<file path="src/hsv2rgb_pkg.sv">
// hsv2rgb_pkg: shared widths, constants, sector codes and the hue split helper
// for the hsv to rgb converter; no dependencies
package hsv2rgb_pkg;

    // default channel precision and fixed port widths
    localparam int CHANNEL_BITS_DEF = 8;
    localparam int HUE_W            = 9;
    localparam int CH_W             = 8;
    localparam int PACK_W           = 24;

    // hue geometry
    localparam int HUE_STEP   = 60;
    localparam int HUE_FULL   = 360;
    localparam int STEP_W     = 6;
    localparam int SECT_W     = 4;
    localparam int NUM_SECT_T = 8;

    // register stages between request and result
    localparam int NUM_STAGES = 6;

    // sector codes; anything above the blue sector selects the magenta mix
    localparam logic [SECT_W-1:0] SECT_RED    = 4'd0;
    localparam logic [SECT_W-1:0] SECT_YELLOW = 4'd1;
    localparam logic [SECT_W-1:0] SECT_GREEN  = 4'd2;
    localparam logic [SECT_W-1:0] SECT_CYAN   = 4'd3;
    localparam logic [SECT_W-1:0] SECT_BLUE   = 4'd4;

    typedef struct packed {
        logic [SECT_W-1:0] sector;
        logic [STEP_W-1:0] rem;
    } hue_split_t;

    // hue / 60 and hue mod 60 by threshold compares; 360 folds to 0
    function automatic hue_split_t split_hue(input logic [HUE_W-1:0] hue);
        hue_split_t       res;
        logic [HUE_W-1:0] h;
        logic [HUE_W-1:0] base;
        int               k;
        h = (hue == HUE_W'(HUE_FULL)) ? '0 : hue;
        res.sector = '0;
        for (k = 1; k <= NUM_SECT_T; k++)
        begin
            if (h >= HUE_W'(HUE_STEP * k))
            begin
                res.sector = SECT_W'(k);
            end
        end
        base    = HUE_W'(res.sector) * HUE_W'(HUE_STEP);
        res.rem = STEP_W'(h - base);
        return res;
    endfunction

endpackage

</file>
<file path="src/hsv2rgb_ctrl.sv">
// hsv2rgb_ctrl: valid bits and per-stage load enables of the pipeline
// depends on hsv2rgb_pkg
module hsv2rgb_ctrl (
    input  logic                                  clk,
    input  logic                                  rst_n,
    input  logic                                  hsv_valid,
    input  logic                                  rgb_stall,
    output logic [hsv2rgb_pkg::NUM_STAGES-1:0]    stage_en,
    output logic                                  rgb_valid,
    output logic                                  hsv_stall
);
    import hsv2rgb_pkg::*;

    logic [NUM_STAGES-1:0] valid_reg;
    logic [NUM_STAGES-1:0] valid_next;
    logic [NUM_STAGES-1:0] valid_shift;

    // a stage may load when it is empty or its successor moves on
    always_comb
    begin
        stage_en[NUM_STAGES-1] = !valid_reg[NUM_STAGES-1] || !rgb_stall;
        for (int k = NUM_STAGES - 2; k >= 0; k--)
        begin
            stage_en[k] = !valid_reg[k] || stage_en[k+1];
        end
    end

    // valid bits follow their data one stage per load
    always_comb
    begin
        valid_shift = {valid_reg[NUM_STAGES-2:0], hsv_valid};
        for (int k = 0; k < NUM_STAGES; k++)
        begin
            valid_next[k] = stage_en[k] ? valid_shift[k] : valid_reg[k];
        end
    end

    always_ff @(posedge clk or negedge rst_n)
    begin
        if (!rst_n)
        begin
            valid_reg <= '0;
        end
        else
        begin
            valid_reg <= valid_next;
        end
    end

    assign rgb_valid = valid_reg[NUM_STAGES-1];
    assign hsv_stall = !stage_en[0];

endmodule

</file>
<file path="src/hsv2rgb_div_cmax.sv">
// hsv2rgb_div_cmax: floor division by 2^W - 1 via shift estimate, two folds and one correction
// depends on nothing
module hsv2rgb_div_cmax #(
    parameter int W = 8,
    parameter int N = 16
) (
    input  logic [N-1:0]   dividend,
    output logic [N-W-1:0] quotient
);
    localparam int QW = N - W;
    localparam int RW = ((QW > W) ? QW : W) + 1;
    localparam int FW = RW - W;
    localparam logic [RW-1:0] CMAX_R = RW'((64'd1 << W) - 64'd1);

    logic [QW-1:0] q1;
    logic [RW-1:0] r1;
    logic [FW-1:0] q2;
    logic [RW-1:0] r2;
    logic [FW-1:0] q3;
    logic [RW-1:0] r3;

    // x >> W never overshoots; leftover x - q*(2^W-1) is low bits plus q
    assign q1 = dividend[N-1:W];
    assign r1 = RW'(dividend[W-1:0]) + RW'(q1);

    // fold the leftover twice more so it ends below twice the divisor
    assign q2 = r1[RW-1:W];
    assign r2 = RW'(r1[W-1:0]) + RW'(q2);
    assign q3 = r2[RW-1:W];
    assign r3 = RW'(r2[W-1:0]) + RW'(q3);

    // one compare settles the last step
    assign quotient = q1 + QW'(q2) + QW'(q3) + QW'(r3 >= CMAX_R);

endmodule

</file>
<file path="src/hsv2rgb_div60.sv">
// hsv2rgb_div60: two-stage floor division by 60, reciprocal multiply then correction
// depends on hsv2rgb_pkg
module hsv2rgb_div60 #(
    parameter int N = 14
) (
    input  logic                            clk,
    input  logic                            en,
    input  logic [N-1:0]                    dividend,
    output logic [N-hsv2rgb_pkg::STEP_W-1:0] quotient
);
    import hsv2rgb_pkg::*;

    localparam int QW = N - STEP_W;
    localparam int KW = N - 5;
    localparam logic [63:0]   RECIP_FULL = (64'd1 << N) / 64'(HUE_STEP);
    localparam logic [KW-1:0] RECIP      = RECIP_FULL[KW-1:0];

    logic [N+KW-1:0] prod;
    logic [KW-1:0]   est_next;
    logic [KW-1:0]   est_reg;
    logic [N-1:0]    y_reg;
    logic [N-1:0]    base;
    logic [N-1:0]    rem;

    // estimate from floor(2^N/60), at most one short
    assign prod     = (N+KW)'(dividend) * (N+KW)'(RECIP);
    assign est_next = prod[N+KW-1:N];

    always_ff @(posedge clk)
    begin
        if (en)
        begin
            est_reg <= est_next;
            y_reg   <= dividend;
        end
    end

    // remainder below 120, so one compare fixes the estimate
    assign base     = N'(est_reg) * N'(HUE_STEP);
    assign rem      = y_reg - base;
    assign quotient = QW'(est_reg) + QW'(rem >= N'(HUE_STEP));

endmodule

</file>
<file path="src/hsv_to_rgb_converter_unit.sv">
// hsv_to_rgb_converter_unit: top level of the pipelined hsv to rgb converter
// depends on hsv2rgb_pkg, hsv2rgb_ctrl, hsv2rgb_div_cmax, hsv2rgb_div60
//
//   channel | handshake             | payload
//   --------+-----------------------+--------------------------------------
//   hsv     | hsv_valid / hsv_stall | hue, saturation, brightness
//   rgb     | rgb_valid / rgb_stall | red, green, blue, packed_color
//
// one request per clock while hsv_stall is low; each result is registered in every stage below
// the six register stages are decode, difference terms, products,
// divide by full scale, reciprocal estimate for /60, and correction plus select
// reset clears only the stage valid bits; no clearing pass is needed
// a stalled result holds in the output stage while empty stages keep filling;
// hsv_stall rises only once every stage holds a request
module hsv_to_rgb_converter_unit #(
    parameter int CHANNEL_BITS = hsv2rgb_pkg::CHANNEL_BITS_DEF
) (
    input  logic                              clk,
    input  logic                              rst_n,
    input  logic                              hsv_valid,
    output logic                              hsv_stall,
    input  logic [hsv2rgb_pkg::HUE_W-1:0]     hue,
    input  logic [hsv2rgb_pkg::CH_W-1:0]      saturation,
    input  logic [hsv2rgb_pkg::CH_W-1:0]      brightness,
    output logic                              rgb_valid,
    input  logic                              rgb_stall,
    output logic [hsv2rgb_pkg::CH_W-1:0]      red,
    output logic [hsv2rgb_pkg::CH_W-1:0]      green,
    output logic [hsv2rgb_pkg::CH_W-1:0]      blue,
    output logic [hsv2rgb_pkg::PACK_W-1:0]    packed_color
);
    import hsv2rgb_pkg::*;

    localparam int W   = CHANNEL_BITS;
    localparam int WD  = W + STEP_W;
    localparam int XPW = 2 * W;
    localparam int XQW = W + WD;
    localparam logic [W-1:0]  CMAX = W'((64'd1 << W) - 64'd1);
    localparam logic [WD-1:0] FULL = WD'(64'(HUE_STEP) * ((64'd1 << W) - 64'd1));

    logic [NUM_STAGES-1:0] stage_en;

    // stage 1
    logic [W-1:0]      sat_m;
    logic [W-1:0]      val_m;
    hue_split_t        split;
    logic [W-1:0]      s1_sat_reg;
    logic [W-1:0]      s1_val_reg;
    logic [SECT_W-1:0] s1_sect_reg;
    logic [STEP_W-1:0] s1_rem_reg;
    logic              s1_zs_reg;

    // stage 2
    logic [STEP_W-1:0] rem_c;
    logic [W-1:0]      s2_dp_reg;
    logic [WD-1:0]     s2_dq_reg;
    logic [WD-1:0]     s2_dt_reg;
    logic [W-1:0]      s2_val_reg;
    logic [SECT_W-1:0] s2_sect_reg;
    logic              s2_zs_reg;

    // stage 3
    logic [XPW-1:0]    s3_xp_reg;
    logic [XQW-1:0]    s3_xq_reg;
    logic [XQW-1:0]    s3_xt_reg;
    logic [W-1:0]      s3_val_reg;
    logic [SECT_W-1:0] s3_sect_reg;
    logic              s3_zs_reg;

    // stage 4
    logic [W-1:0]      p_next;
    logic [WD-1:0]     yq_next;
    logic [WD-1:0]     yt_next;
    logic [W-1:0]      s4_p_reg;
    logic [WD-1:0]     s4_yq_reg;
    logic [WD-1:0]     s4_yt_reg;
    logic [W-1:0]      s4_val_reg;
    logic [SECT_W-1:0] s4_sect_reg;
    logic              s4_zs_reg;

    // stage 5
    logic [W-1:0]      q_val;
    logic [W-1:0]      t_val;
    logic [W-1:0]      s5_p_reg;
    logic [W-1:0]      s5_val_reg;
    logic [SECT_W-1:0] s5_sect_reg;
    logic              s5_zs_reg;

    // stage 6
    logic [W-1:0]      r_next;
    logic [W-1:0]      g_next;
    logic [W-1:0]      b_next;
    logic [W-1:0]      r_reg;
    logic [W-1:0]      g_reg;
    logic [W-1:0]      b_reg;

    hsv2rgb_ctrl u_ctrl (
        .clk       (clk),
        .rst_n     (rst_n),
        .hsv_valid (hsv_valid),
        .rgb_stall (rgb_stall),
        .stage_en  (stage_en),
        .rgb_valid (rgb_valid),
        .hsv_stall (hsv_stall)
    );

    // decode: mask channels, split hue into sector and offset
    assign sat_m = W'(saturation);
    assign val_m = W'(brightness);
    assign split = split_hue(hue);

    always_ff @(posedge clk)
    begin
        if (stage_en[0])
        begin
            s1_sat_reg  <= sat_m;
            s1_val_reg  <= val_m;
            s1_sect_reg <= split.sector;
            s1_rem_reg  <= split.rem;
            s1_zs_reg   <= (sat_m == '0);
        end
    end

    // difference terms for p, q and t
    assign rem_c = STEP_W'(HUE_STEP) - s1_rem_reg;

    always_ff @(posedge clk)
    begin
        if (stage_en[1])
        begin
            s2_dp_reg   <= CMAX - s1_sat_reg;
            s2_dq_reg   <= FULL - WD'(s1_sat_reg) * WD'(s1_rem_reg);
            s2_dt_reg   <= FULL - WD'(s1_sat_reg) * WD'(rem_c);
            s2_val_reg  <= s1_val_reg;
            s2_sect_reg <= s1_sect_reg;
            s2_zs_reg   <= s1_zs_reg;
        end
    end

    // scale by brightness
    always_ff @(posedge clk)
    begin
        if (stage_en[2])
        begin
            s3_xp_reg   <= XPW'(s2_val_reg) * XPW'(s2_dp_reg);
            s3_xq_reg   <= XQW'(s2_val_reg) * XQW'(s2_dq_reg);
            s3_xt_reg   <= XQW'(s2_val_reg) * XQW'(s2_dt_reg);
            s3_val_reg  <= s2_val_reg;
            s3_sect_reg <= s2_sect_reg;
            s3_zs_reg   <= s2_zs_reg;
        end
    end

    // divide by full channel scale
    hsv2rgb_div_cmax #(.W(W), .N(XPW)) u_div_p (
        .dividend (s3_xp_reg),
        .quotient (p_next)
    );

    hsv2rgb_div_cmax #(.W(W), .N(XQW)) u_div_q (
        .dividend (s3_xq_reg),
        .quotient (yq_next)
    );

    hsv2rgb_div_cmax #(.W(W), .N(XQW)) u_div_t (
        .dividend (s3_xt_reg),
        .quotient (yt_next)
    );

    always_ff @(posedge clk)
    begin
        if (stage_en[3])
        begin
            s4_p_reg    <= p_next;
            s4_yq_reg   <= yq_next;
            s4_yt_reg   <= yt_next;
            s4_val_reg  <= s3_val_reg;
            s4_sect_reg <= s3_sect_reg;
            s4_zs_reg   <= s3_zs_reg;
        end
    end

    // divide q and t terms by the hue step; register sits inside the dividers
    hsv2rgb_div60 #(.N(WD)) u_div60_q (
        .clk      (clk),
        .en       (stage_en[4]),
        .dividend (s4_yq_reg),
        .quotient (q_val)
    );

    hsv2rgb_div60 #(.N(WD)) u_div60_t (
        .clk      (clk),
        .en       (stage_en[4]),
        .dividend (s4_yt_reg),
        .quotient (t_val)
    );

    always_ff @(posedge clk)
    begin
        if (stage_en[4])
        begin
            s5_p_reg    <= s4_p_reg;
            s5_val_reg  <= s4_val_reg;
            s5_sect_reg <= s4_sect_reg;
            s5_zs_reg   <= s4_zs_reg;
        end
    end

    // six-way channel select; gray when saturation is zero
    always_comb
    begin
        r_next = s5_val_reg;
        g_next = s5_p_reg;
        b_next = q_val;
        if (s5_zs_reg)
        begin
            g_next = s5_val_reg;
            b_next = s5_val_reg;
        end
        else
        begin
            case (s5_sect_reg)
                SECT_RED:
                begin
                    r_next = s5_val_reg;
                    g_next = t_val;
                    b_next = s5_p_reg;
                end
                SECT_YELLOW:
                begin
                    r_next = q_val;
                    g_next = s5_val_reg;
                    b_next = s5_p_reg;
                end
                SECT_GREEN:
                begin
                    r_next = s5_p_reg;
                    g_next = s5_val_reg;
                    b_next = t_val;
                end
                SECT_CYAN:
                begin
                    r_next = s5_p_reg;
                    g_next = q_val;
                    b_next = s5_val_reg;
                end
                SECT_BLUE:
                begin
                    r_next = t_val;
                    g_next = s5_p_reg;
                    b_next = s5_val_reg;
                end
                default:
                begin
                    r_next = s5_val_reg;
                    g_next = s5_p_reg;
                    b_next = q_val;
                end
            endcase
        end
    end

    // output register
    always_ff @(posedge clk)
    begin
        if (stage_en[5])
        begin
            r_reg <= r_next;
            g_reg <= g_next;
            b_reg <= b_next;
        end
    end

    assign red          = CH_W'(r_reg);
    assign green        = CH_W'(g_reg);
    assign blue         = CH_W'(b_reg);
    assign packed_color = PACK_W'({r_reg, g_reg, b_reg});

endmodule

</file>
<file path="config.mk">
export PLATFORM = sky130hd
export DESIGN_NAME = hsv_to_rgb_converter_unit
export DESIGN_NICKNAME = d
export VERILOG_FILES = /design/src/hsv2rgb_pkg.sv /design/src/hsv2rgb_ctrl.sv /design/src/hsv2rgb_div_cmax.sv /design/src/hsv2rgb_div60.sv /design/src/hsv_to_rgb_converter_unit.sv
export SDC_FILE = /design/constraint.sdc
export NUM_CORES = 2
export LEC_CHECK = 0
export ABC_CLOCK_PERIOD_IN_PS = 8000
export BUFFER_PORTS_ARGS = -buffer_cell sky130_fd_sc_hd__buf_2
export CORE_MARGIN = 2
export CORE_UTILIZATION = 51
export CTS_CLUSTER_DIAMETER = 200
export DETAILED_ROUTE_END_ITERATION = 7
export HOLD_SLACK_MARGIN = 0.02
export PLACE_DENSITY = 0.64
export SLEW_MARGIN = 10
export SYNTH_ARGS = -nofsm -noshare
export SYNTH_HDL_FRONTEND = slang
export SYNTH_HIERARCHICAL = 1
export SYNTH_SLANG_ARGS = --single-unit
</file>
<file path="constraint.sdc">
create_clock -name clk -period 8 [get_ports clk]
set_clock_uncertainty 0.2 [all_clocks]
set_input_delay 1.2 -clock clk [delete_from_list [all_inputs] [get_ports clk]]
set_output_delay 1.2 -clock clk [all_outputs]
set_load 0.02 [all_outputs]
</file>
## After elaboration in Yosys (flattened, before gate mapping)

Index checks and enable logic that the tools add are counted.

| storage, ports and cells | value |
|---|---|
| flip-flop bits (word level) | 295 |
| logic and storage cells | 130 |

| operators by class | value |
|---|---|
| eq/ne operators | 5 |
| $add $sub $neg | 27 |
| muxes and demuxes | 15 |
| $lt $le $gt $ge | 13 |
| multiply operators | 10 |
| reduce and logical (&&, ||, !) cells | 20 |

Operator list:

| operator | count |
|---|---|
| 8-bit case mux with 3 select lines | 3 |
| 14-bit by 7-bit adder with 14-bit output | 4 |
| 14-bit by 9-bit multiplier with 23-bit output (second input constant) | 2 |
| 8-bit by 14-bit multiplier with 22-bit output | 2 |
| 8-bit by 1-bit adder with 8-bit output | 5 |
| 8-bit by 7-bit adder with 9-bit output | 4 |
| 9-bit greater-or-equal comparator (second input constant) | 4 |
| 8-bit by 14-bit adder with 15-bit output | 2 |
| 15-bit by 8-bit greater-or-equal comparator with 1-bit output (second input constant) | 2 |
| 14-bit by 1-bit adder with 14-bit output | 2 |
| 14-bit by 6-bit greater-or-equal comparator with 1-bit output (second input constant) | 2 |
| 8-bit by 6-bit multiplier with 14-bit output | 2 |
| 4-bit 2-to-1 mux | 7 |
| 14-bit subtractor | 2 |
| 14-bit subtractor (first input constant) | 2 |
| 9-bit by 8-bit greater-or-equal comparator with 1-bit output (second input constant) | 3 |
| 9-bit by 4-bit multiplier with 12-bit output (second input constant) | 2 |
| 8-bit 2-to-1 mux | 3 |
| 8-bit by 1-bit adder with 9-bit output | 2 |
| 8-bit by 8-bit multiplier with 16-bit output | 1 |
| 8-bit by 8-bit adder with 9-bit output | 1 |
| 9-bit equality test (second input constant) | 1 |
| 9-bit by 6-bit greater-or-equal comparator with 1-bit output (second input constant) | 1 |
| 9-bit by 7-bit greater-or-equal comparator with 1-bit output (second input constant) | 1 |
| other kinds (14) | 30 |

## Logic depth before layout (Yosys ltp)

| logic depth | value |
|---|---|
| word-level depth | 13 |
| depth in mapped cells | 32 |

## Hierarchy

Netlist, hierarchy kept.

Modules (own cells, without submodules):

| module | seq. area each (um2) | instances | cells each | area an instance (um2) |
|---|---|---|---|---|
| hsv_to_rgb_converter_unit | 7,236.9 | 1 | 1,938 | 20,837.5 |
| hsv2rgb_div60 | 630.6 | 2 | 337 | 3,241.9 |
| hsv2rgb_div_cmax at u_div_q ... | 0.0 | 2 | 168 | 1,310.0 |
| hsv2rgb_div_cmax at u_div_p | 0.0 | 1 | 95 | 738.2 |
| hsv2rgb_ctrl | 150.1 | 1 | 21 | 242.7 |

## Least setup slack after synthesis

No wires, ideal clock.

| timing path | value |
|---|---|
| path kind | register to register |
| start | reg s3_xq_reg[8] |
| end | reg s4_yq_reg[10], data pin |
| stages on the path, launching flop included | 33 |
| path buffers | 0 |
| slack | 2,066 ps |
| clock period less this slack | 5,934 ps |
| library setup time | 259 ps |
| data arrival time | 5,474 ps |
| cells stage by stage | edfxtp_1 ha_1 inv_1 fa_1 nor2b_1 o21a_2 o31ai_2 a21oi_1 xor2_1 ha_1 inv_1 fa_1 nand2b_1 o2bb2ai_2 o21ai_2 nand2_1 a21boi_1 ha_1 ha_1 nand2_1 nor2_1 nand2_1 a211oi_1 o2111a_1 ha_1 inv_1 fa_1 nor2b_1 o21ai_1 a21o_1 a21oi_1 nand3_1 xnor2_1 |

| on the way | value |
|---|---|
| cells in the longest elaborated chain, start to end | 5 |
| elaborated cells between the ends (all ways) | 7 |
| classes of those cells | add/sub (6); order compare (1) |

RTL lines:

| element | RTL line | source |
|---|---|---|
| from (decl) | hsv_to_rgb_converter_unit.sv:64 | `logic [XQW-1:0] s3_xq_reg;` |
| from (signal assigned) | hsv_to_rgb_converter_unit.sv:146 | `s3_xq_reg <= XQW'(s2_val_reg) * XQW'(s2_dq_reg);` |
| 8-bit by 14-bit adder with 15-bit output | hsv2rgb_div_cmax.sv:24 | `assign r1 = RW'(dividend[W-1:0]) + RW'(q1);` |
| 8-bit by 7-bit adder with 9-bit output | hsv2rgb_div_cmax.sv:28 | `assign r2 = RW'(r1[W-1:0]) + RW'(q2);` |
| 8-bit by 7-bit adder with 9-bit output | hsv2rgb_div_cmax.sv:30 | `assign r3 = RW'(r2[W-1:0]) + RW'(q3);` |
| 15-bit by 8-bit greater-or-equal comparator with 1-bit output | hsv2rgb_div_cmax.sv:33 | `assign quotient = q1 + QW'(q2) + QW'(q3) + QW'(r3 >= CMAX_R);` |
| 14-bit by 1-bit adder with 14-bit output * | hsv2rgb_div_cmax.sv:33 |  |
| via yq_next[10] | hsv_to_rgb_converter_unit.sv:72 | `logic [WD-1:0] yq_next;` |
| to (signal assigned) | hsv_to_rgb_converter_unit.sv:175 | `s4_yq_reg <= yq_next;` |
| to (decl) | hsv_to_rgb_converter_unit.sv:75 | `logic [WD-1:0] s4_yq_reg;` |

The timed path passes the listed nets; every way through them passes the cells marked *.
A chain may end at the register's enable or synchronous reset.

==> reports/qor.csv <==
stage,metric,value,unit
cts,CTS resizes,0,
drt,Final ANT Viol Nets,0,
cts,clk_lat worst skew,580,ps
synth,Post-Synthesis Cells,3064,
worst_setup_path,CP Class,reg -> reg,
synth,Synth Register Bits,289,
sta,Final Hold Vio Count,0,
synth,Avg Synthesized Cell Area,10.1,sq um
global_route,vias in the first global route,22100,
worst_setup_path,Critical Path AT,6760,ps
worst_setup_path,CP required,8110,ps
outcome,result of the run,completed,
cts,cts hold-fix bufs,0,
worst_setup_path,CP Buf/Inv Count,3,
sta,setup_tns,0,ps
floorplan,Initial Utilization,51.4,%
cts,# H-tree levels,2,
cts,Root Driver,clkbuf_16,
synth,Post-synth top cells,"inv_1, ha_1, nand2_1, edfxtp_1, fa_1",
floorplan,io pins,79,
worst_setup_path,CP dominant cell by count,ha_1,
synth,Yosys top cell area share,27.5,%
floorplan,Die ar.,62600,sq um
worst_setup_path,Worst Setup Start Kind,register,
cts,setup bufs post-CTS,0,
worst_setup_path,Crit-path slowest cell,fa_1,
synth,largest cells by area after synthesis,"edfxtp_1, fa_1, ha_1",
global_route,initial antenna violation count,0,
drt,initial drt markers,925,
drt,DR pass1 iterations,5,
sta,Setup-failing EPs final,0,
global_route,pin count of the biggest net entering global routing,73,
min_path,Hold Path Class,reg -> reg,
synth,Post-synth ARST share,2.08,%
sta,fin. max-slew vios,0,
drt,DRC Markers,0,
synth,top_reg_cell synth,edfxtp_1,
drt,drt total wl,62200,um
worst_setup_path,element type at the critical path end,register,
drt,wire length per cell,15.9,um
drt,Via density,5.39,
placed_design,Placer Congestion,0.863,
final_layout,Antenna Cells,0,
synth,Netlist cell types,90,
sta,Max-slew headroom,22.0,%
run,max cap viols,0,
final_layout,post-route insts no fill,3915,
sta,Final Critical Period,6650,ps
worst_setup_path,Top Family by Delay on Critical Path,adder cells,
worst_setup_path,worst-path fanout max,4,
floorplan,core area,60100,sq um
global_route,global-route wire length before repair,106000,um
cts,CTS tree,built,
floorplan,Die Y,250,um
placed_design,DP Cell Count,3848,
final_layout,max reg flops,22,
placed_design,HPWL Detailed,49500,um
floorplan,Core Rows,90,
min_path,Hold Path Origin,s1_val_reg[0],
global_route,global route overflow,0,
final_layout,Multi-input gate area,20000,sq um
cts,Worst-path clk slew,60,ps
floorplan,die width,250,um
cts,clk sinks,289,
sta,Final period util,83.1,%
synth,post-synth top area cell,edfxtp_1,
sta,Max Clk Rate,150,MHz
final_layout,Syn-to-layout area delta,7.87,%
synth,Syn Nets,3799,
sta,RSZ-0062 raised after global routing,no,
final_layout,post-layout net count,3840,
final_layout,Register Area,8650,sq um
sta,slew at the pin with the worst max-slew slack,1170,ps
placed_design,port bufs,78,
final_layout,layout cell share with drive strength beyond 1,7.12,%
worst_setup_path,crit path from,s3_xq_reg[0],
cts,CTS Buffer Depth,3,
synth,Synth Cell Area,30900,sq um
worst_setup_path,crit-path max cell delay,400,ps
final_layout,FILL cells,5233,
cts,CTS Buf Count,37,
global_route,GRT Overall Usage,20.6,%
synth,sequential area share after synthesis,28.0,%
drt,via count,21100,
synth,Ys Warns,6,
synth,Post-synth EDFFs,283,
worst_setup_path,r2r startpoint,s3_xq_reg[0],
synth,most common cell in the netlist,inv_1,
## placed cells by master, fill, tap and decap left out, types with 16 or more instances in the layout
master     instances
o21a_1            32
a211oi_1          21
and2_1           187
xnor2_1          122
xor2_1            65
a21oi_1          128
buf_2             78
nand2b_1          42
inv_1            498
nor2b_1           34
a22oi_1           16
edfxtp_1         283
o21ai_0           91
nor3_1            27
a21o_1            35
fa_1             281
nand3_1           43
nor2_1           110
clkbuf_16         37
ha_1             425
nand2_1          293
## through the flow
stage          util (%)  worst slack, ps  hold slack (ps)  cell area (sq um)
2_1_floorplan         -             2070              200              30900
3_3_place_gp       53.2             1510              204              32000
3_5_place_dp       53.2             1300              205              32000
4_1_cts            55.5             1250              196              33400
5_1_grt            55.5              740              205              33400
6_report           55.5             1350              197              33400
## area by class of cell
type	count	share of cell area (%)
Sequential cell	289	25.9
Clock inverter	27	1.32
Tap cell	782	2.93
Multi-Input combinational cell	2184	59.9
Inverter	501	5.65
Timing Repair Buffer	92	1.49
Clock buffer	40	2.81
## cell families (layout without fill, tap and decap cells)
group | after synthesis | count (layout) | synth area share [%]
AND/OR/NAND/NOR | 815 | 815 | 13.3
adder cells (fa/ha/maj) | 707 | 707 | 35.4
buffers and inverters | 591 | 660 | 7.49
AO/OA/AOI/OAI | 473 | 473 | 10.5
flip-flops | 289 | 289 | 28.0
XOR/XNOR | 187 | 187 | 5.30
multiplexers | 2 | 2 | 0.0688
## final timing paths
| check | end | slack (ps) | depth (start not counted) |
|---|---|---|---|
| min in group asynchronous | u_ctrl/valid_reg[1] | 230 | 1 |
| setup / recovery | s4_yt_reg[12] | 1350 | 32 |
| hold reg to reg | s2_val_reg[0] | 200 | 0 |
| setup reg to reg | s4_yt_reg[12] | 1350 | 32 |
| hold / removal | s2_val_reg[0] | 200 | 0 |
| max in group asynchronous | u_ctrl/valid_reg[3] | 7230 | 1 |
## routing by layer
| metal | part of all wire (%) | wire [um] | vias up | global-route usage [%] |
|---|---|---|---|---|
| met3 | 3.8 | 2350 | 95 | 2.27 |
| met5 | 0 | 0 | - | 0 |
| met2 | 50 | 30900 | 455 | 36.4 |
| li1 | - | - | 10300 | - |
| met4 | 2.3 | 1430 | 0 | 6.26 |
| met1 | 44 | 27500 | 10200 | 26.4 |
Power is left out: the tool's default activity adds up to more than one toggle a clock period on the data nets, which glitch-free logic cannot reach.
